## src/sv/lgww_pkg.sv

```systemverilog
// Shared types and constants for the graphic window writer.
package lgww_pkg;

    localparam int HALF_ROWS  = 32;
    localparam int ADDR_W     = 4;
    localparam int MAX_TXN    = 4;
    localparam int TXN_CNT_W  = $clog2(MAX_TXN + 1);

    localparam logic [7:0] CMD_GRAPHIC = 8'h36;
    localparam logic [7:0] CMD_ADDR    = 8'h80;
    localparam logic [7:0] CLEAR_BYTE  = 8'h00;

    localparam logic [4:0] MAX_WIDTH  = 5'd16;
    localparam logic [6:0] MAX_HEIGHT = 7'd64;

    localparam logic [5:0] HALF_ROWS_V = 6'(HALF_ROWS);

    // register indexes
    localparam logic [1:0] REG_START_COLUMN  = 2'd0;
    localparam logic [1:0] REG_START_ROW     = 2'd1;
    localparam logic [1:0] REG_BYTES_PER_ROW = 2'd2;
    localparam logic [1:0] REG_ROW_COUNT     = 2'd3;

    typedef struct packed {
        logic [2:0] start_column;
        logic [5:0] start_row;
        logic [4:0] bytes_per_row;
        logic [6:0] row_count;
    } cfg_t;

    typedef struct packed {
        logic       is_data;
        logic [7:0] bus_byte;
    } txn_t;

    // one image byte expands into up to four transactions, head in slot 0
    typedef struct packed {
        txn_t [MAX_TXN-1:0]   txn;
        logic [TXN_CNT_W-1:0] count;
    } group_t;

endpackage

```

## src/sv/lgww_apb_regs.sv

```systemverilog
// APB configuration registers of the window writer.
module lgww_apb_regs
    import lgww_pkg::*;
(
    input  logic              aclk,
    input  logic              aresetn,
    input  logic              psel,
    input  logic              penable,
    input  logic              pwrite,
    input  logic [ADDR_W-1:0] paddr,
    input  logic [31:0]       pwdata,
    output logic [31:0]       prdata,
    output logic              pready,
    output cfg_t              cfg
);

    cfg_t       cfg_reg;
    logic       wr_en;
    logic [1:0] reg_idx;

    assign pready  = 1'b1;
    assign wr_en   = psel && penable && pwrite;
    assign reg_idx = paddr[3:2];
    assign cfg     = cfg_reg;

    always_ff @(posedge aclk) begin
        if (!aresetn) begin
            cfg_reg.start_column  <= 3'd0;
            cfg_reg.start_row     <= 6'd0;
            cfg_reg.bytes_per_row <= MAX_WIDTH;
            cfg_reg.row_count     <= MAX_HEIGHT;
        end else if (wr_en) begin
            case (reg_idx)
                REG_START_COLUMN:  cfg_reg.start_column  <= pwdata[2:0];
                REG_START_ROW:     cfg_reg.start_row     <= pwdata[5:0];
                REG_BYTES_PER_ROW: cfg_reg.bytes_per_row <= pwdata[4:0];
                REG_ROW_COUNT:     cfg_reg.row_count     <= pwdata[6:0];
                default: ;
            endcase
        end
    end

    always_comb begin
        case (reg_idx)
            REG_START_COLUMN:  prdata = {29'd0, cfg_reg.start_column};
            REG_START_ROW:     prdata = {26'd0, cfg_reg.start_row};
            REG_BYTES_PER_ROW: prdata = {27'd0, cfg_reg.bytes_per_row};
            REG_ROW_COUNT:     prdata = {25'd0, cfg_reg.row_count};
            default:           prdata = 32'd0;
        endcase
    end

endmodule

```

## src/sv/lgww_seq.sv

```systemverilog
// Window position counters and expansion of one image byte into bus transactions.
module lgww_seq
    import lgww_pkg::*;
(
    input  logic       aclk,
    input  logic       aresetn,
    input  cfg_t       cfg,
    input  logic       s_fire,
    input  logic       mode,
    input  logic [7:0] pixel_byte,
    output group_t     grp
);

    logic [3:0] byte_in_row_reg, byte_in_row_next;
    logic [6:0] row_index_reg,   row_index_next;
    logic       window_open_reg, window_open_next;

    logic [4:0] width;
    logic [6:0] height;
    logic [5:0] row_raw, row_addr;
    logic [3:0] col_addr;
    logic       row_start, row_end, win_end;
    txn_t       t_mode, t_row, t_col, t_data;

    always_comb begin
        width = cfg.bytes_per_row;
        if (width == 5'd0)     width = 5'd1;
        if (width > MAX_WIDTH) width = MAX_WIDTH;
        height = cfg.row_count;
        if (height == 7'd0)      height = 7'd1;
        if (height > MAX_HEIGHT) height = MAX_HEIGHT;
    end

    // fold lower half of the panel onto the right half of the address map
    always_comb begin
        row_raw  = cfg.start_row + row_index_reg[5:0];
        row_addr = row_raw;
        col_addr = {1'b0, cfg.start_column};
        if (row_raw >= HALF_ROWS_V) begin
            row_addr = row_raw - HALF_ROWS_V;
            col_addr = {1'b0, cfg.start_column} + 4'd8;
        end
    end

    assign row_start = (byte_in_row_reg == 4'd0);
    assign row_end   = ({1'b0, byte_in_row_reg} + 5'd1) >= width;
    assign win_end   = ({1'b0, row_index_reg} + 8'd1) >= {1'b0, height};

    assign t_mode = '{is_data: 1'b0, bus_byte: CMD_GRAPHIC};
    assign t_row  = '{is_data: 1'b0, bus_byte: CMD_ADDR | {2'b00, row_addr}};
    assign t_col  = '{is_data: 1'b0, bus_byte: CMD_ADDR | {4'h0, col_addr}};
    assign t_data = '{is_data: 1'b1, bus_byte: mode ? CLEAR_BYTE : pixel_byte};

    always_comb begin
        grp.txn = '0;
        case ({window_open_reg, row_start})
            2'b01: begin
                grp.txn[0] = t_mode;
                grp.txn[1] = t_row;
                grp.txn[2] = t_col;
                grp.txn[3] = t_data;
                grp.count  = TXN_CNT_W'(4);
            end
            2'b00: begin
                grp.txn[0] = t_mode;
                grp.txn[1] = t_data;
                grp.count  = TXN_CNT_W'(2);
            end
            2'b11: begin
                grp.txn[0] = t_row;
                grp.txn[1] = t_col;
                grp.txn[2] = t_data;
                grp.count  = TXN_CNT_W'(3);
            end
            default: begin
                grp.txn[0] = t_data;
                grp.count  = TXN_CNT_W'(1);
            end
        endcase
    end

    always_comb begin
        byte_in_row_next = byte_in_row_reg;
        row_index_next   = row_index_reg;
        window_open_next = window_open_reg;
        if (s_fire) begin
            window_open_next = 1'b1;
            if (row_end) begin
                byte_in_row_next = 4'd0;
                if (win_end) begin
                    row_index_next   = 7'd0;
                    window_open_next = 1'b0;
                end else begin
                    row_index_next = row_index_reg + 7'd1;
                end
            end else begin
                byte_in_row_next = byte_in_row_reg + 4'd1;
            end
        end
    end

    always_ff @(posedge aclk) begin
        if (!aresetn) begin
            byte_in_row_reg <= 4'd0;
            row_index_reg   <= 7'd0;
            window_open_reg <= 1'b0;
        end else begin
            byte_in_row_reg <= byte_in_row_next;
            row_index_reg   <= row_index_next;
            window_open_reg <= window_open_next;
        end
    end

    // a closed window always sits at its start position
    a_closed_at_start: assert property (@(posedge aclk) disable iff (!aresetn)
        !window_open_reg |-> (byte_in_row_reg == 4'd0 && row_index_reg == 7'd0))
        else $error("window closed away from its start");

    a_close_on_last: assert property (@(posedge aclk) disable iff (!aresetn)
        (s_fire && row_end && win_end) |=> !window_open_reg)
        else $error("window did not close after its last byte");

    a_open_after_beat: assert property (@(posedge aclk) disable iff (!aresetn)
        (s_fire && !(row_end && win_end)) |=> window_open_reg)
        else $error("window not open after a mid-window byte");

endmodule

```

## src/sv/lgww_out.sv

```systemverilog
// Result register that shifts out one bus transaction per beat.
module lgww_out
    import lgww_pkg::*;
(
    input  logic       aclk,
    input  logic       aresetn,
    input  group_t     grp,
    input  logic       s_valid,
    output logic       s_ready,
    output logic       s_fire,
    output logic       m_valid,
    input  logic       m_ready,
    output logic       m_is_data,
    output logic [7:0] m_bus_byte,
    output logic       m_last
);

    txn_t [MAX_TXN-1:0]   txn_reg, txn_next;
    logic [TXN_CNT_W-1:0] rem_reg, rem_next;
    logic                 valid_reg, valid_next;
    logic                 pop;

    assign pop     = valid_reg && m_ready;
    assign s_ready = !valid_reg || (m_ready && rem_reg == TXN_CNT_W'(1));
    assign s_fire  = s_valid && s_ready;

    assign m_valid    = valid_reg;
    assign m_is_data  = txn_reg[0].is_data;
    assign m_bus_byte = txn_reg[0].bus_byte;
    assign m_last     = (rem_reg == TXN_CNT_W'(1));

    always_comb begin
        txn_next   = txn_reg;
        rem_next   = rem_reg;
        valid_next = valid_reg;
        if (s_fire) begin
            txn_next   = grp.txn;
            rem_next   = grp.count;
            valid_next = 1'b1;
        end else if (pop) begin
            for (int i = 0; i < MAX_TXN - 1; i++) begin
                txn_next[i] = txn_reg[i+1];
            end
            txn_next[MAX_TXN-1] = '0;
            rem_next   = rem_reg - TXN_CNT_W'(1);
            valid_next = (rem_reg != TXN_CNT_W'(1));
        end
    end

    always_ff @(posedge aclk) begin
        txn_reg <= txn_next;
        if (!aresetn) begin
            rem_reg   <= '0;
            valid_reg <= 1'b0;
        end else begin
            rem_reg   <= rem_next;
            valid_reg <= valid_next;
        end
    end

    a_rem_nonzero: assert property (@(posedge aclk) disable iff (!aresetn)
        valid_reg |-> (rem_reg != '0 && rem_reg <= TXN_CNT_W'(MAX_TXN)))
        else $error("held group has no transactions left");

    // the data write closes every group, commands come before it
    a_data_is_last: assert property (@(posedge aclk) disable iff (!aresetn)
        valid_reg |-> (txn_reg[0].is_data == (rem_reg == TXN_CNT_W'(1))))
        else $error("data write out of place in group");

    a_shift: assert property (@(posedge aclk) disable iff (!aresetn)
        (pop && rem_reg != TXN_CNT_W'(1)) |=>
            (valid_reg && rem_reg == $past(rem_reg) - TXN_CNT_W'(1)))
        else $error("group did not advance by one transaction");

endmodule

```

## src/sv/lcd_graphic_window_writer_unit.sv

```systemverilog
// Top level of the graphic window writer: registers, sequencer and output stage.
//
// Turns a stream of image bytes for a rectangular window of a 128x64 graphic
// display into bus transactions (command or data byte), one per output beat.
// A byte in the middle of a row gives one data write; the first byte of a row
// adds a row and a column address command ahead of it (3 beats), and the first
// byte of a window adds the graphic-mode command as well (4 beats). The output
// stage shifts out one transaction per cycle while m_ready is held high; the
// next byte is taken in the same cycle that the last transaction of the
// previous one leaves, so there is no bubble between bytes. Window
// geometry is set over APB and should only be changed while no byte is in
// flight.
module lcd_graphic_window_writer_unit
    import lgww_pkg::*;
(
    input  logic              aclk,
    input  logic              aresetn,
    input  logic              psel,
    input  logic              penable,
    input  logic              pwrite,
    input  logic [ADDR_W-1:0] paddr,
    input  logic [31:0]       pwdata,
    output logic [31:0]       prdata,
    output logic              pready,
    input  logic              s_valid,
    output logic              s_ready,
    input  logic              s_mode,
    input  logic [7:0]        s_pixel_byte,
    output logic              m_valid,
    input  logic              m_ready,
    output logic              m_is_data,
    output logic [7:0]        m_bus_byte,
    output logic              m_last
);

    cfg_t   cfg;
    group_t grp;
    logic   s_fire;

    lgww_apb_regs u_regs (
        .aclk    (aclk),
        .aresetn (aresetn),
        .psel    (psel),
        .penable (penable),
        .pwrite  (pwrite),
        .paddr   (paddr),
        .pwdata  (pwdata),
        .prdata  (prdata),
        .pready  (pready),
        .cfg     (cfg)
    );

    lgww_seq u_seq (
        .aclk       (aclk),
        .aresetn    (aresetn),
        .cfg        (cfg),
        .s_fire     (s_fire),
        .mode       (s_mode),
        .pixel_byte (s_pixel_byte),
        .grp        (grp)
    );

    lgww_out u_out (
        .aclk       (aclk),
        .aresetn    (aresetn),
        .grp        (grp),
        .s_valid    (s_valid),
        .s_ready    (s_ready),
        .s_fire     (s_fire),
        .m_valid    (m_valid),
        .m_ready    (m_ready),
        .m_is_data  (m_is_data),
        .m_bus_byte (m_bus_byte),
        .m_last     (m_last)
    );

endmodule
```

## config.mk

```make
export PLATFORM = sky130hd
export DESIGN_NAME = lcd_graphic_window_writer_unit
export DESIGN_NICKNAME = d
export VERILOG_FILES = /design/src/sv/lgww_pkg.sv /design/src/sv/lgww_apb_regs.sv /design/src/sv/lgww_seq.sv /design/src/sv/lgww_out.sv /design/src/sv/lcd_graphic_window_writer_unit.sv
export SDC_FILE = /design/constraint.sdc
export NUM_CORES = 1
export LEC_CHECK = 0
export ABC_CLOCK_PERIOD_IN_PS = 2700
export BUFFER_PORTS_ARGS = -buffer_cell sky130_fd_sc_hd__buf_2
export CORE_MARGIN = 8
export CORE_UTILIZATION = 56
export CTS_CLUSTER_DIAMETER = 50
export DETAILED_ROUTE_END_ITERATION = 8
export GPL_TIMING_DRIVEN = 0
export MAX_ROUTING_LAYER = met4
export PLACE_DENSITY = 0.9
export SLEW_MARGIN = 20
export SYNTH_ARGS = -nofsm -noshare
export SYNTH_HDL_FRONTEND = slang
export SYNTH_HIERARCHICAL = 1
export SYNTH_SLANG_ARGS = --single-unit
export TNS_END_PERCENT = 50
```

## constraint.sdc

```tcl
create_clock -name aclk -period 2.7 [get_ports aclk]
set_clock_uncertainty 0.15 [all_clocks]
set_input_delay 0.135 -clock aclk [delete_from_list [all_inputs] [get_ports aclk]]
set_output_delay 0.135 -clock aclk [all_outputs]
set_load 0.02 [all_outputs]
```

======== After elaboration in Yosys (flattened, before gate mapping) ========
Cells that the tools add are included.
word-level totals
  bits in read-only memories .............. 0
  input bits .............................. 52
  memories kept ........................... 0
  bits in registers ....................... 73
  latch bits .............................. 0
  memory bits (writable) .................. 0
operators by class
  equality and inequality tests ........... 7
  multipliers ............................. 0
  multiplexer cells ....................... 22
  order comparisons ....................... 5
  $add $sub $neg .......................... 8
  shift-type cells ........................ 0
  divide/modulo/power cells ............... 0
  reductions and logical operators ........ 18
  bitwise operators ....................... 0
operators by type and width
  operator               count
  $pmux W32 S4           1
  $mux W36               2
  $pmux W12 S3           1
  $pmux W9 S3            1
  $mux W7                3
  $pmux W9 S2            1
  $mux W5                2
  $reduce_and A2 Y1      5
  $mux W9                1
  $add A7 B1 Y8 const B  1
  $ge A8 B7 Y1           1
  $mux W4                2
  $mux W8                1
  $add A7 B1 Y7 const B  1
  $gt A7 B7 Y1 const B   1
  $logic_not A7 Y1       1
  $add A6 B6 Y6          1
  $eq A2 B2 Y1 const B   3
  $ge A6 B6 Y1 const B   1
  $mux W3                2
  $mux W6                1
  $sub A6 B6 Y6 const B  1
  $add A4 B1 Y5 const B  1
  $ge A5 B5 Y1           1
  15 further kinds       24

======== Longest topological paths before layout ========
Gate-level depths: netlist (run 1).
  depth after elaboration ................. 7
  gate-level depth with buffers ........... 12
  mapped depth without buffers ............ 11

======== Modules after synthesis ========
Netlist (run 1), hierarchy kept.
by module, submodules not included
  module         cells each  times used  area each (µm²)
  lgww_out       180         1           1859.3
  lgww_seq       215         1           1642.8
  lgww_apb_regs  122         1           1166.1

======== Worst setup path after synthesis (run 1) ========
No wires, ideal clock.
  path type ............................... register to register
  start ................................... reg u_out.valid_reg (netlist: u_out/m_valid)
  end ..................................... reg u_seq.row_index_reg[2]
  library setup time ...................... 117 ps
  arrival time ............................ 1999 ps
  required time ........................... 2433 ps
  clock period less this slack ............ 2265 ps
  cell stages (with the launch flop) ...... 11
  path slack .............................. 435 ps
  cells stage by stage .................... dfxtp_1 -> nand2b_2 -> and2_4 -> inv_2 -> buf_2 -> buf_6 -> nand2_1 -> a2bb2oi_1 -> o21a_1 -> nor3_2 -> a22o_1
between the ends
  word-level cells in the longest chain between the ends .. 4
ends and longest elaborated chain
  item                         RTL line                              RTL
  start, declared              lgww_out.sv:20                        logic valid_reg, valid_next;
  start signal, assigned       lgww_out.sv:57                        valid_reg <= valid_next;
  $logic_not A1 Y1             lgww_out.sv:24                        assign s_ready = !valid_reg || (m_ready && rem_reg == TXN_CNT_W'(1));
  $logic_or A1 B1 Y1           lgww_out.sv:24
  $logic_and A1 B1 Y1          lgww_out.sv:25                        assign s_fire = s_valid && s_ready;
  net s_fire                   lcd_graphic_window_writer_unit.sv:38  logic s_fire;
  $reduce_and A2 Y1 (no line)  n/a
  end signal, assigned         lgww_seq.sv:109                       row_index_reg <= row_index_next;
  end, declared                lgww_seq.sv:15                        logic [6:0] row_index_reg, row_index_next;
The timed path passes the listed nets, and every way through them passes these cells.
A chain may end at the register's enable or synchronous reset.

======== Worst setup path after layout (run 1) ========
  start ................................... reg u_seq.row_index_reg[0]
  end ..................................... reg u_seq.row_index_reg[5]
between the ends
  word-level cells in the longest chain between the ends .. 3
  elaborated cells on any way between the ends .. 4
  those cells by class .................... add/sub (2); order compare (1); mux (1)
ends and longest elaborated chain
  item           RTL line        RTL
  $add A7 B1 Y8  lgww_seq.sv:47  assign win_end = ({1'b0, row_index_reg} + 8'd1) >= {1'b0, height};
  $ge A8 B7 Y1   lgww_seq.sv:47
  $mux W7 (*)    lgww_seq.sv:90  if (win_end) begin
Every way passes the cells marked *; elsewhere a longest branch is shown, timed or not.

==> flow_summary.html, run 1 <==
<table>
<tr><th>Metric</th><th>Value</th></tr>
<tr><th colspan="2">Clock tree</th></tr>
<tr><td>Number of clock sinks</td><td>73</td></tr>
<tr><td>Root buffer cell</td><td>sky130_fd_sc_hd__clkbuf_8</td></tr>
<tr><td>Max clock buf depth</td><td>2</td></tr>
<tr><td>Clock slew at reported path FFs</td><td>around 0.070 ns</td></tr>
<tr><td>Clock insertion delay at the later pin of the skew report</td><td>~0.35 ns</td></tr>
<tr><td>Number of clock buffers inserted by TritonCTS</td><td>9</td></tr>
<tr><td>Clock H-tree levels</td><td>3</td></tr>
<tr><td>CTS tree</td><td>done</td></tr>
<tr><th colspan="2">Power and ir drop</th></tr>
<tr><td>Max rail drop VDD</td><td>0.000251 V</td></tr>
<tr><td>Leakage power summed over all cells</td><td>2.52 nW</td></tr>
<tr><td>Total power</td><td>2.86 mW</td></tr>
<tr><td>Power density cells</td><td>between 500 and 600 mW/mm²</td></tr>
<tr><th colspan="2">Floorplan</th></tr>
<tr><td>Number of placement rows</td><td>33</td></tr>
<tr><td>Ports</td><td>97</td></tr>
<tr><td>Overall die width</td><td>107 µm</td></tr>
<tr><td>Height of the die</td><td>107 µm</td></tr>
<tr><td>Core Footprint</td><td>between 0.008 and 0.009 mm²</td></tr>
<tr><td>Initial cell density of the core</td><td>57.4%</td></tr>
<tr><td>Die area</td><td>around 0.012 mm²</td></tr>
<tr><th colspan="2">GRT</th></tr>
<tr><td>Number of antenna violations at the first check in global routing</td><td>0</td></tr>
<tr><td>Wire length of the first global-routing pass</td><td>between 15 and 20 mm</td></tr>
<tr><td>Vias in the first global route</td><td>3862</td></tr>
<tr><td>Pin count of the biggest net entering global routing</td><td>34</td></tr>
<tr><td>Overflow after GRT</td><td>0</td></tr>
<tr><td>Total global routing track utilization</td><td>around a fifth</td></tr>
<tr><th colspan="2">Layout</th></tr>
<tr><td>Final antenna diode count</td><td>0</td></tr>
<tr><td>Filler cell count</td><td>between 600 and 700</td></tr>
<tr><td>Final Util</td><td>66.7%</td></tr>
<tr><td>Share of final-layout standard cells stronger than drive strength 1</td><td>~22%</td></tr>
<tr><td>Post-route cell area</td><td>0.00542 mm²</td></tr>
<tr><td>Final Non-Filler Cells</td><td>approximately 710</td></tr>
<tr><td>Max FFs per register</td><td>27</td></tr>
<tr><td>Most common cell after layout, fill and taps aside</td><td>sky130_fd_sc_hd__nand2_1</td></tr>
<tr><td>Count of nets after finishing</td><td>~680</td></tr>
<tr><td>Commonest cells after routing, fill and taps aside</td><td>sky130_fd_sc_hd__nand2_1 (141), sky130_fd_sc_hd__buf_2 (48), sky130_fd_sc_hd__buf_4 (39)</td></tr>
<tr><td>Area growth from synthesis to final layout</td><td>16.2%</td></tr>
<tr><th colspan="2">Timing</th></tr>
<tr><td>Endpoints failing hold</td><td>0</td></tr>
<tr><td>Transition at the pin with the smallest max-transition slack</td><td>0.715 ns</td></tr>
<tr><td>Worst relative slew slack</td><td>between 50% and 60%</td></tr>
<tr><td>RSZ-0062 raised after global routing</td><td>no</td></tr>
<tr><td>Accumulated negative setup slack</td><td>0 ns</td></tr>
<tr><td>Max Clock Freq</td><td>around 400 MHz</td></tr>
<tr><td>Tcrit/Tclk final</td><td>93.7%</td></tr>
<tr><td>Final hold slack</td><td>approximately 0.010 ns</td></tr>
<tr><td>Final count of negative-setup-slack endpoints</td><td>0</td></tr>
<tr><td>Total count of max-transition violations in the final report</td><td>0</td></tr>
<tr><td>Post-route minimum period</td><td>between 2 and 3 ns</td></tr>
<tr><td>Worst Setup Slack, final</td><td>roughly 0.17 ns</td></tr>
<tr><th colspan="2">Placed design</th></tr>
<tr><td>Quantity of I/O buffers inserted on ports</td><td>43</td></tr>
<tr><td>Final HPWL from detailed placement</td><td>7.82 mm</td></tr>
<tr><td>Final weighted congestion in routability-driven placement</td><td>approximately 0.9</td></tr>
<tr><td>Placed cell area</td><td>0.00513 mm²</td></tr>
<tr><td>Place WS</td><td>0.117 ns</td></tr>
<tr><td>Post-Place Cells</td><td>690</td></tr>
<tr><th colspan="2">Route</th></tr>
<tr><td>Count of unresolved DRC violations after routing</td><td>0</td></tr>
<tr><td>Via Count</td><td>between 3000 and 4000</td></tr>
<tr><td>Post-route ant nets</td><td>0</td></tr>
<tr><td>Number of detailed-routing iterations run before antenna repair</td><td>5</td></tr>
<tr><td>Detailed router's first-iteration violation count</td><td>between 200 and 250</td></tr>
<tr><td>Via density per instance</td><td>~5.4</td></tr>
<tr><td>Final WL</td><td>10.4 mm</td></tr>
<tr><td>Routed WL per cell</td><td>14.6 µm</td></tr>
<tr><th colspan="2">Yosys</th></tr>
<tr><td>Netlist area before placement</td><td>roughly 0.0047 mm²</td></tr>
<tr><td>Share of synthesized area occupied by flip-flops and latches</td><td>roughly 39%</td></tr>
<tr><td>Synth Register Bits</td><td>73</td></tr>
<tr><td>Main flop type after synthesis</td><td>sky130_fd_sc_hd__dfxtp_1</td></tr>
<tr><td>Async set-or-reset flop fraction in the synthesized netlist</td><td>0%</td></tr>
<tr><td>Avg Inst Size Synth</td><td>around 9.0 µm²</td></tr>
<tr><td>Number of enable flip-flop cells after synthesis</td><td>36</td></tr>
<tr><td>Count of mapped cells out of synthesis</td><td>~520</td></tr>
<tr><td>Synth warn</td><td>6</td></tr>
<tr><td>Number of distinct library cells after synthesis</td><td>approximately 70</td></tr>
<tr><th colspan="2">Worst setup path</th></tr>
<tr><td>Crit end category</td><td>flop</td></tr>
<tr><td>Data arrival time of the worst path</td><td>approximately 2.7 ns</td></tr>
<tr><td>CP startpoint</td><td>u_seq/row_index_reg[0]</td></tr>
<tr><td>Worst-case register-to-register setup slack</td><td>around 0.17 ns</td></tr>
<tr><td>Crit Path Max Fanout</td><td>6</td></tr>
<tr><td>R2R Path Start</td><td>u_seq/row_index_reg[0]</td></tr>
<tr><td>Crit Reg-Reg Endpoint</td><td>u_seq/row_index_reg[5]</td></tr>
<tr><td>Critical path launch point type</td><td>flop</td></tr>
<tr><td>Worst Setup EP</td><td>u_seq/row_index_reg[5]</td></tr>
<tr><td>Cells on worst reg2reg path</td><td>10</td></tr>
<tr><td>Kind of critical path</td><td>reg2reg</td></tr>
<tr><td>Data required time of the critical path</td><td>about 2.8 ns</td></tr>
<tr><th colspan="2">Run status</th></tr>
<tr><td>Outcome</td><td>completed</td></tr>
<tr><th colspan="2">Run</th></tr>
<tr><td>Number of maximum-capacitance constraint violations</td><td>0</td></tr>
<tr><th colspan="2">Min path</th></tr>
<tr><td>Kind of path behind the tightest hold check</td><td>in2reg</td></tr>
</table>
==> synthesized netlist by cell type (8+ instances only) <==
| cell | instances | area [µm²] |
|---|---|---|
| sky130_fd_sc_hd__dfxtp_1 | 37 | 741 |
| sky130_fd_sc_hd__edfxtp_1 | 36 | 1080 |
| sky130_fd_sc_hd__nand2_1 | 142 | 533 |
| sky130_fd_sc_hd__nand3_1 | 8 | 40.0 |
| sky130_fd_sc_hd__o21ai_0 | 12 | 60.1 |
| sky130_fd_sc_hd__nor2_1 | 21 | 78.8 |
| sky130_fd_sc_hd__buf_4 | 38 | 285 |
| sky130_fd_sc_hd__inv_1 | 18 | 67.6 |
| sky130_fd_sc_hd__ha_1 | 26 | 325 |
| sky130_fd_sc_hd__nor2b_1 | 9 | 56.3 |
| sky130_fd_sc_hd__and2_1 | 20 | 125 |
| sky130_fd_sc_hd__mux2i_1 | 23 | 230 |
==> metal layers <==
metal  share of wire, %  track usage, %  vias up  wire length [µm]
li1                   -               -     1883                 -
met1                 40            21.6     1815              4220
met3                7.1            3.71       22               740
met5                  0               -        -                 0
met2                 51            33.5      159              5280
met4                1.7            7.84        0               180
==> how the worst min path moves through the flow <==
stage | slack [ns] | to | depth (start not counted) | from
after floorplan | 0.12 | u_out/rem_reg[1] | 2 | aresetn
after global placement | 0.26 | u_regs/cfg[11] | 3 | pwdata[4]
after detailed placement | 0.26 | u_regs/cfg[11] | 3 | pwdata[4]
after CTS | 0.007 | u_regs/cfg[18] | 3 | pwdata[0]
after global routing | 0.002 | u_regs/cfg[2] | 3 | pwdata[2]
final | 0.01 | u_regs/cfg[18] | 3 | pwdata[0]
==> power breakdown <==
part | total [mW] | internal, mW | switching, mW
combinational | 0.631 | 0.260 | 0.371
clock | 0.926 | 0.509 | 0.417
sequential | 1.30 | 1.26 | 0.0364
total | 2.86 | 2.03 | 0.824
==> timing repair <==
item / in CTS / in global routing
setup buffers: 0 / 1
setup endpoints to repair: 0 / 4
hold buffers: 7 / 0
resized for setup: 0 / 2
endpoints found under the hold margin: 15 / 0
==> worst max-delay path, cell delays in order, from the launching register on <==
cell	delay (ns)
sky130_fd_sc_hd__dfxtp_1	0.45
sky130_fd_sc_hd__ha_1	0.30
sky130_fd_sc_hd__nand2_1	0.08
sky130_fd_sc_hd__nor2_1	0.15
sky130_fd_sc_hd__xnor2_1	0.18
sky130_fd_sc_hd__ha_1	0.30
sky130_fd_sc_hd__nand3_1	0.09
sky130_fd_sc_hd__and4b_1	0.25
sky130_fd_sc_hd__o21ai_2	0.11
sky130_fd_sc_hd__or2_4	0.27
sky130_fd_sc_hd__o22ai_2	0.12
==> logic make-up (layout without fill, tap and decap cells) <==
| kind of cell | after synthesis | count (layout) | synth area share, % |
|---|---|---|---|
| buf+inv | 73 | 141 | 10.2 |
| fa+ha+maj | 27 | 27 | 7.40 |
| mux | 28 | 28 | 6.86 |
| flops | 73 | 73 | 39.0 |
| other cells | 2 | 26 | 0.161 |
| xor+xnor | 14 | 14 | 2.63 |
| compound gates | 60 | 60 | 9.52 |
| simple gates | 240 | 240 | 24.2 |
==> layout make-up <==
cell class                 count  area [µm²]  share of cell area [%]
inverter                      19        71.3                    1.31
multi-input combinational    395        2460                    45.4
timing repair buffer          52         313                    5.77
clock inverter                 4        48.8                   0.900
sequential                    73        1820                    33.6
buffer                        54         407                    7.50
clock buffer                  12         166                    3.07
tap                          105         131                    2.42
(Power assumes the default switching activity.)
==> run 2: changes to the inputs <==
Settings changed: CORE_MARGIN 8 to 2.
==> run 2 against run 1 <==
Compared with the run above:
- final cell count increased by 0.56%
- worst hold slack improved by 0.0090 ns
- wire length grew 2.5%
- sequential share of layout area decreased by 0.50 points
- fmax fell by 0.86%
- power grew 8.0%
- highest routed layer unchanged
- largest cell class unchanged
==> flow_summary.html, run 2 (synthesized netlist as in run 1, its figures left out) <==
<table>
<tr><th>Metric</th><th>Value</th></tr>
<tr><th colspan="2">Clock tree</th></tr>
<tr><td>Number of clock buffers inserted by TritonCTS</td><td>9</td></tr>
<tr><td>Max clock buf depth</td><td>2</td></tr>
<tr><td>CTS tree</td><td>done</td></tr>
<tr><td>Clock slew at reported path FFs</td><td>around 0.080 ns</td></tr>
<tr><td>Clock insertion delay at the later pin of the skew report</td><td>roughly 0.36 ns</td></tr>
<tr><td>Number of clock sinks</td><td>73</td></tr>
<tr><td>Clock H-tree levels</td><td>3</td></tr>
<tr><td>Root buffer cell</td><td>sky130_fd_sc_hd__clkbuf_8</td></tr>
<tr><th colspan="2">GRT</th></tr>
<tr><td>Wire length of the first global-routing pass</td><td>approximately 17 mm</td></tr>
<tr><td>Vias in the first global route</td><td>3782</td></tr>
<tr><td>Pin count of the biggest net entering global routing</td><td>34</td></tr>
<tr><td>Overflow after GRT</td><td>0</td></tr>
<tr><td>Total global routing track utilization</td><td>approximately a quarter</td></tr>
<tr><td>Number of antenna violations at the first check in global routing</td><td>0</td></tr>
<tr><th colspan="2">Timing</th></tr>
<tr><td>Tcrit/Tclk final</td><td>94.5%</td></tr>
<tr><td>Post-route minimum period</td><td>2.55 ns</td></tr>
<tr><td>Worst Setup Slack, final</td><td>0.149 ns</td></tr>
<tr><td>Worst relative slew slack</td><td>around half</td></tr>
<tr><td>Transition at the pin with the smallest max-transition slack</td><td>roughly 0.74 ns</td></tr>
<tr><td>Final hold slack</td><td>between 0.015 and 0.02 ns</td></tr>
<tr><td>Endpoints failing hold</td><td>0</td></tr>
<tr><td>Total count of max-transition violations in the final report</td><td>0</td></tr>
<tr><td>Max Clock Freq</td><td>between 300 and 400 MHz</td></tr>
<tr><td>Final count of negative-setup-slack endpoints</td><td>0</td></tr>
<tr><th colspan="2">Layout</th></tr>
<tr><td>Final Util</td><td>67.7%</td></tr>
<tr><td>Count of nets after finishing</td><td>a little under 700</td></tr>
<tr><td>Commonest cells after routing, fill and taps aside</td><td>sky130_fd_sc_hd__nand2_1 (141), sky130_fd_sc_hd__buf_2 (48), sky130_fd_sc_hd__buf_4 (41)</td></tr>
<tr><td>Area growth from synthesis to final layout</td><td>18.0%</td></tr>
<tr><td>Final antenna diode count</td><td>0</td></tr>
<tr><td>Max FFs per register</td><td>27</td></tr>
<tr><td>Most common cell after layout, fill and taps aside</td><td>sky130_fd_sc_hd__nand2_1</td></tr>
<tr><td>Share of final-layout standard cells stronger than drive strength 1</td><td>between 20 and 25%</td></tr>
<tr><td>Filler cell count</td><td>about 650</td></tr>
<tr><th colspan="2">Run status</th></tr>
<tr><td>Outcome</td><td>completed</td></tr>
<tr><th colspan="2">Worst setup path</th></tr>
<tr><td>Worst-case register-to-register setup slack</td><td>approximately 0.15 ns</td></tr>
<tr><td>Data required time of the critical path</td><td>approximately 2.8 ns</td></tr>
<tr><td>Critical path launch point type</td><td>flop</td></tr>
<tr><td>Crit Path Max Fanout</td><td>7</td></tr>
<tr><td>Data arrival time of the worst path</td><td>around 2.7 ns</td></tr>
<tr><td>Cells on worst reg2reg path</td><td>9</td></tr>
<tr><td>R2R Path Start</td><td>u_seq/row_index_reg[2]</td></tr>
<tr><td>Kind of critical path</td><td>reg2reg</td></tr>
<tr><td>Crit end category</td><td>flop</td></tr>
<tr><td>Worst Setup EP</td><td>u_seq/row_index_reg[6]</td></tr>
<tr><td>CP startpoint</td><td>u_seq/row_index_reg[2]</td></tr>
<tr><td>Crit Reg-Reg Endpoint</td><td>u_seq/row_index_reg[6]</td></tr>
<tr><th colspan="2">Route</th></tr>
<tr><td>Post-route ant nets</td><td>0</td></tr>
<tr><td>Number of detailed-routing iterations run before antenna repair</td><td>6</td></tr>
<tr><td>Final WL</td><td>around 11 mm</td></tr>
<tr><td>Uppermost signal routing layer after detailed routing</td><td>met4</td></tr>
<tr><td>Routed metal-1 wirelength</td><td>around 4.2 mm</td></tr>
<tr><td>Via Count</td><td>roughly 3900</td></tr>
<tr><td>Routed WL per cell</td><td>roughly 15 µm</td></tr>
<tr><td>DR WL met3</td><td>732 µm</td></tr>
<tr><td>Detailed router's first-iteration violation count</td><td>~250</td></tr>
<tr><td>Via density per instance</td><td>approximately 5.4</td></tr>
<tr><td>Count of unresolved DRC violations after routing</td><td>0</td></tr>
<tr><td>Routed length on met2</td><td>roughly 5.5 mm</td></tr>
<tr><th colspan="2">Placed design</th></tr>
<tr><td>Final weighted congestion in routability-driven placement</td><td>0.963</td></tr>
<tr><td>Quantity of I/O buffers inserted on ports</td><td>43</td></tr>
<tr><td>Place WS</td><td>~0.11 ns</td></tr>
<tr><td>Final HPWL from detailed placement</td><td>around 7.5 mm</td></tr>
<tr><th colspan="2">Run</th></tr>
<tr><td>Number of maximum-capacitance constraint violations</td><td>0</td></tr>
<tr><th colspan="2">Floorplan</th></tr>
<tr><td>Core Footprint</td><td>slightly above 0.008 mm²</td></tr>
<tr><td>Die area</td><td>0.00908 mm²</td></tr>
<tr><td>Number of placement rows</td><td>33</td></tr>
<tr><td>Initial cell density of the core</td><td>around 57%</td></tr>
<tr><td>Ports</td><td>a little under 100</td></tr>
<tr><td>Height of the die</td><td>95.3 µm</td></tr>
<tr><td>Overall die width</td><td>about 95 µm</td></tr>
<tr><th colspan="2">Power and ir drop</th></tr>
<tr><td>Leakage power summed over all cells</td><td>2.56 nW</td></tr>
<tr><td>Power density cells</td><td>560 mW/mm²</td></tr>
<tr><td>Total power</td><td>a little over 3 mW</td></tr>
<tr><td>Max rail drop VDD</td><td>slightly below 0.0003 V</td></tr>
<tr><th colspan="2">Min path</th></tr>
<tr><td>Kind of path behind the tightest hold check</td><td>in2reg</td></tr>
</table>
==> run 2: metal layers <==
metal | up-vias | global-route usage (%)
met2 | 165 | 44.0
met1 | 1821 | 27.9
met4 | 0 | 10.9
met3 | 26 | 5.22
met5 | - | -
li1 | 1891 | -
==> run 2: layout make-up <==
cell class                      count  area [µm²]  area share, %
Timing Repair Buffer               56         348           6.31
Buffer                             54         407           7.38
Inverter                           19        71.3           1.29
Tap cell                          105         131           2.38
Clock inverter                      6         138           2.50
Clock buffer                       10         128           2.32
Sequential cell                    73        1820           33.1
Multi-Input combinational cell    395        2460           44.7
==> run 2: timing repair <==
action / CTS / global route
setup endpoints to repair: 0 / 5
hold endpoints to repair: 21 / 0
hold buffers: 9 / 0
buffers inserted: 0 / 3
gates resized for setup: 0 / 2
==> run 2: stage by stage <==
| stage | instances | TNS [ns] | cell area (µm²) |
|---|---|---|---|
| floorplan | 541 | 0 | 4760 |
| detailed placement | 690 | 0 | 5130 |
| CTS | 715 | 0 | 5480 |
| global placement | 689 | 0 | 5100 |
| finish | 718 | 0 | 5510 |
| global route | 718 | -0.00292 | 5510 |
==> run 2: worst min-delay path by stage <==
| stage | startpoint | end | slack, ns | depth (start not counted) |
|---|---|---|---|---|
| 6_report | paddr[3] | u_regs/cfg[6] | 0.02 | 3 |
| 3_3_place_gp | pwdata[4] | u_regs/cfg[11] | 0.26 | 3 |
| 4_1_cts | paddr[3] | u_regs/cfg[6] | 0.01 | 3 |
| 3_5_place_dp | pwdata[4] | u_regs/cfg[11] | 0.26 | 3 |
| 2_1_floorplan | aresetn | u_out/rem_reg[1] | 0.12 | 2 |
| 5_1_grt | aresetn | u_out/m_valid | 0.02 | 2 |
==> run 2: critical path, cell delays in order, from the launching register on <==
cell	delay [ns]
sky130_fd_sc_hd__dfxtp_1	0.48
sky130_fd_sc_hd__nand3_1	0.26
sky130_fd_sc_hd__nor2_1	0.18
sky130_fd_sc_hd__xor2_1	0.24
sky130_fd_sc_hd__ha_1	0.29
sky130_fd_sc_hd__nand3_1	0.09
sky130_fd_sc_hd__and4b_1	0.26
sky130_fd_sc_hd__o21ai_2	0.11
sky130_fd_sc_hd__or2_4	0.27
sky130_fd_sc_hd__o21ai_1	0.14
==> run 2: where the power goes <==
part	total [mW]	internal, mW	switching [mW]	leakage, nW
registers	1.30	1.26	0.0360	0.662
logic	0.641	0.265	0.376	1.76
clock network	1.14	0.712	0.432	0.131
==> run 3: changes to the inputs <==
Settings changed: CORE_UTILIZATION 56 to 50, PLACE_DENSITY 0.9 to 0.83.
==> run 3 against run 2 <==
Compared with the run above:
- combinational power decreased by 1%
- power decreased by 4.1%
- final cell count increased by 0.56%
- fmax up 0.94%
- clock power shrank 11%
- first-iteration DRC count is 44% lower
- sequential cell count unchanged
- via count shrank 2.1%
- sequential share of layout area grew 0.19 points
- worst setup slack gained 0.024 ns
- non-clock buffer count down 2
- die area rose by 11%
- critical endpoint unchanged
==> flow_summary.html, run 3 (synthesized netlist as in run 1, its figures left out) <==
<table>
<tr><th>Metric</th><th>Value</th></tr>
<tr><th colspan="2">Run status</th></tr>
<tr><td>Outcome</td><td>completed</td></tr>
<tr><th colspan="2">Route</th></tr>
<tr><td>Number of detailed-routing iterations run before antenna repair</td><td>4</td></tr>
<tr><td>Count of unresolved DRC violations after routing</td><td>0</td></tr>
<tr><td>Via Count</td><td>around 3800</td></tr>
<tr><td>Routed WL per cell</td><td>between 10 and 15 µm</td></tr>
<tr><td>Final WL</td><td>slightly above 10 mm</td></tr>
<tr><td>Post-route ant nets</td><td>0</td></tr>
<tr><td>Via density per instance</td><td>around 5.3</td></tr>
<tr><td>Detailed router's first-iteration violation count</td><td>between 100 and 150</td></tr>
<tr><th colspan="2">Layout</th></tr>
<tr><td>Commonest cells after routing, fill and taps aside</td><td>sky130_fd_sc_hd__nand2_1 (141), sky130_fd_sc_hd__buf_2 (48), sky130_fd_sc_hd__buf_4 (39)</td></tr>
<tr><td>Share of final-layout standard cells stronger than drive strength 1</td><td>roughly 22%</td></tr>
<tr><td>Area growth from synthesis to final layout</td><td>17.3%</td></tr>
<tr><td>Final Non-Filler Cells</td><td>slightly above 700</td></tr>
<tr><td>Final antenna diode count</td><td>0</td></tr>
<tr><td>Most common cell after layout, fill and taps aside</td><td>sky130_fd_sc_hd__nand2_1</td></tr>
<tr><td>Count of nets after finishing</td><td>just under 700</td></tr>
<tr><td>Max FFs per register</td><td>27</td></tr>
<tr><th colspan="2">GRT</th></tr>
<tr><td>Vias in the first global route</td><td>3768</td></tr>
<tr><td>Total global routing track utilization</td><td>a little over a fifth</td></tr>
<tr><td>Wire length of the first global-routing pass</td><td>around 17 mm</td></tr>
<tr><td>Number of antenna violations at the first check in global routing</td><td>0</td></tr>
<tr><td>Overflow after GRT</td><td>0</td></tr>
<tr><td>Pin count of the biggest net entering global routing</td><td>34</td></tr>
<tr><th colspan="2">Timing</th></tr>
<tr><td>Final hold slack</td><td>0.0181 ns</td></tr>
<tr><td>RSZ-0062 raised after global routing</td><td>no</td></tr>
<tr><td>Transition at the pin with the smallest max-transition slack</td><td>about 0.75 ns</td></tr>
<tr><td>Accumulated negative setup slack</td><td>0 ns</td></tr>
<tr><td>Worst relative slew slack</td><td>between 50 and 60%</td></tr>
<tr><td>Total count of max-transition violations in the final report</td><td>0</td></tr>
<tr><td>Endpoints failing hold</td><td>0</td></tr>
<tr><td>Tcrit/Tclk final</td><td>approximately 94%</td></tr>
<tr><td>Max Clock Freq</td><td>396 MHz</td></tr>
<tr><td>Final count of negative-setup-slack endpoints</td><td>0</td></tr>
<tr><td>Post-route minimum period</td><td>between 2 and 3 ns</td></tr>
<tr><th colspan="2">Floorplan</th></tr>
<tr><td>Initial cell density of the core</td><td>just over 50%</td></tr>
<tr><td>Die area</td><td>0.0101 mm²</td></tr>
<tr><td>Height of the die</td><td>just over 100 µm</td></tr>
<tr><td>Overall die width</td><td>101 µm</td></tr>
<tr><td>Ports</td><td>between 90 and 100</td></tr>
<tr><td>Core Footprint</td><td>just over 0.009 mm²</td></tr>
<tr><td>Number of placement rows</td><td>35</td></tr>
<tr><th colspan="2">Clock tree</th></tr>
<tr><td>CTS tree</td><td>done</td></tr>
<tr><td>Clock insertion delay at the later pin of the skew report</td><td>~0.35 ns</td></tr>
<tr><td>Clock H-tree levels</td><td>3</td></tr>
<tr><td>Number of clock buffers inserted by TritonCTS</td><td>9</td></tr>
<tr><td>Root buffer cell</td><td>sky130_fd_sc_hd__clkbuf_8</td></tr>
<tr><td>Max clock buf depth</td><td>2</td></tr>
<tr><td>Number of clock sinks</td><td>73</td></tr>
<tr><td>Clock slew at reported path FFs</td><td>0.08 ns</td></tr>
<tr><th colspan="2">Worst setup path</th></tr>
<tr><td>Kind of critical path</td><td>reg2reg</td></tr>
<tr><td>Cells traversed along the worst timing path</td><td>ha_2, nand2_1, nor2_1, xnor2_1, ha_1, nand3_1, and4b_1, o21ai_2, or2_4, o21ai_1</td></tr>
<tr><td>Critical path launch point type</td><td>flop</td></tr>
<tr><td>Data required time of the critical path</td><td>between 2 and 3 ns</td></tr>
<tr><td>Data arrival time of the worst path</td><td>~2.7 ns</td></tr>
<tr><td>Count of buffering cells on the critical path with inverters included</td><td>0</td></tr>
<tr><td>Cells on worst reg2reg path</td><td>10</td></tr>
<tr><td>Crit end category</td><td>flop</td></tr>
<tr><td>Critical path's top delay family</td><td>simple AND/OR/NAND/NOR gates</td></tr>
<tr><td>Crit Path Max Fanout</td><td>6</td></tr>
<tr><td>Cell with the biggest individual delay on the critical path</td><td>sky130_fd_sc_hd__dfxtp_1</td></tr>
<tr><td>Number of stages on the worst setup path</td><td>10</td></tr>
<tr><td>Critical path's largest stage delay</td><td>0.44 ns</td></tr>
<tr><th colspan="2">Placed design</th></tr>
<tr><td>Final weighted congestion in routability-driven placement</td><td>0.923</td></tr>
<tr><td>Post-Place Cells</td><td>696</td></tr>
<tr><td>Final HPWL from detailed placement</td><td>7.69 mm</td></tr>
<tr><td>Quantity of I/O buffers inserted on ports</td><td>43</td></tr>
<tr><th colspan="2">Min path</th></tr>
<tr><td>Worst hold path stage count</td><td>3</td></tr>
<tr><td>Kind of path behind the tightest hold check</td><td>in2reg</td></tr>
<tr><th colspan="2">Power and ir drop</th></tr>
<tr><td>Max rail drop VDD</td><td>just under 0.0003 V</td></tr>
<tr><td>Power density cells</td><td>540 mW/mm²</td></tr>
<tr><td>Leakage power summed over all cells</td><td>roughly 2.5 nW</td></tr>
<tr><th colspan="2">Run</th></tr>
<tr><td>Number of maximum-capacitance constraint violations</td><td>0</td></tr>
</table>
## run 3: path summary, 6_finish.rpt
| check | startpoint | to | slack, ns |
|---|---|---|---|
| setup reg to reg | u_seq/row_index_reg[0] | u_seq/row_index_reg[6] | 0.17 |
| hold reg to reg | u_seq/row_index_reg[6] | u_seq/row_index_reg[6] | 0.32 |
| hold / removal | penable | u_regs/cfg[6] | 0.02 |
| setup / recovery | u_seq/row_index_reg[0] | u_seq/row_index_reg[6] | 0.17 |
## run 3: area by class of cell
type / count / area (µm²)
buffer: 54 / 407
tap: 111 / 139
clock inverter: 4 / 71.3
timing repair buffer: 54 / 333
multi-input combinational: 395 / 2460
inverter: 19 / 71.3
fill: 774 / 3680
clock buffer: 12 / 168
sequential: 73 / 1820
## run 3: per-stage QoR
stage / util, % / setup slack [ns] / power [mW] / instance area [µm²]
final: 59.8 / 0.173 / 2.95 / 5470
after global routing: 59.8 / 0.0126 / 3.08 / 5470
after CTS: 59.7 / 0.118 / 2.96 / 5460
after detailed placement: 56.1 / 0.125 / 1.94 / 5130
after global placement: 55.9 / 0.174 / 1.90 / 5110
after floorplan: - / 0.435 / 1.77 / 4760
## run 3: report_power, final
part           switching (mW)  total [mW]  internal (mW)
combinational           0.371       0.633          0.262
clock                   0.420        1.02          0.605
sequential             0.0356        1.30           1.26
total                   0.826        2.95           2.13
## run 3: worst register-to-register path: stages, from the launching register on
cell and delay [ns]:
sky130_fd_sc_hd__dfxtp_1 0.44, sky130_fd_sc_hd__ha_2 0.28, sky130_fd_sc_hd__nand2_1 0.07, sky130_fd_sc_hd__nor2_1 0.15, sky130_fd_sc_hd__xnor2_1 0.20, sky130_fd_sc_hd__ha_1 0.31
sky130_fd_sc_hd__nand3_1 0.10, sky130_fd_sc_hd__and4b_1 0.25, sky130_fd_sc_hd__o21ai_2 0.11, sky130_fd_sc_hd__or2_4 0.27, sky130_fd_sc_hd__o21ai_1 0.13
## run 3: routing by layer
| metal | vias up | track usage [%] | wire length (µm) |
|---|---|---|---|
| met1 | 1805 | 24.0 | 4290 |
| met2 | 121 | 39.2 | 5340 |
| met4 | 0 | 7.38 | 161 |
| met3 | 17 | 4.37 | 507 |
| li1 | 1878 | - | - |
| met5 | - | - | 0 |
## run 3: timing repair
item | in CTS | in global routing
hold buffers | 9 | 0
endpoints found under the hold margin | 24 | 0
gates resized for setup | 0 | 1
setup buffers | 0 | 1
endpoints found under the setup margin | 0 | 6
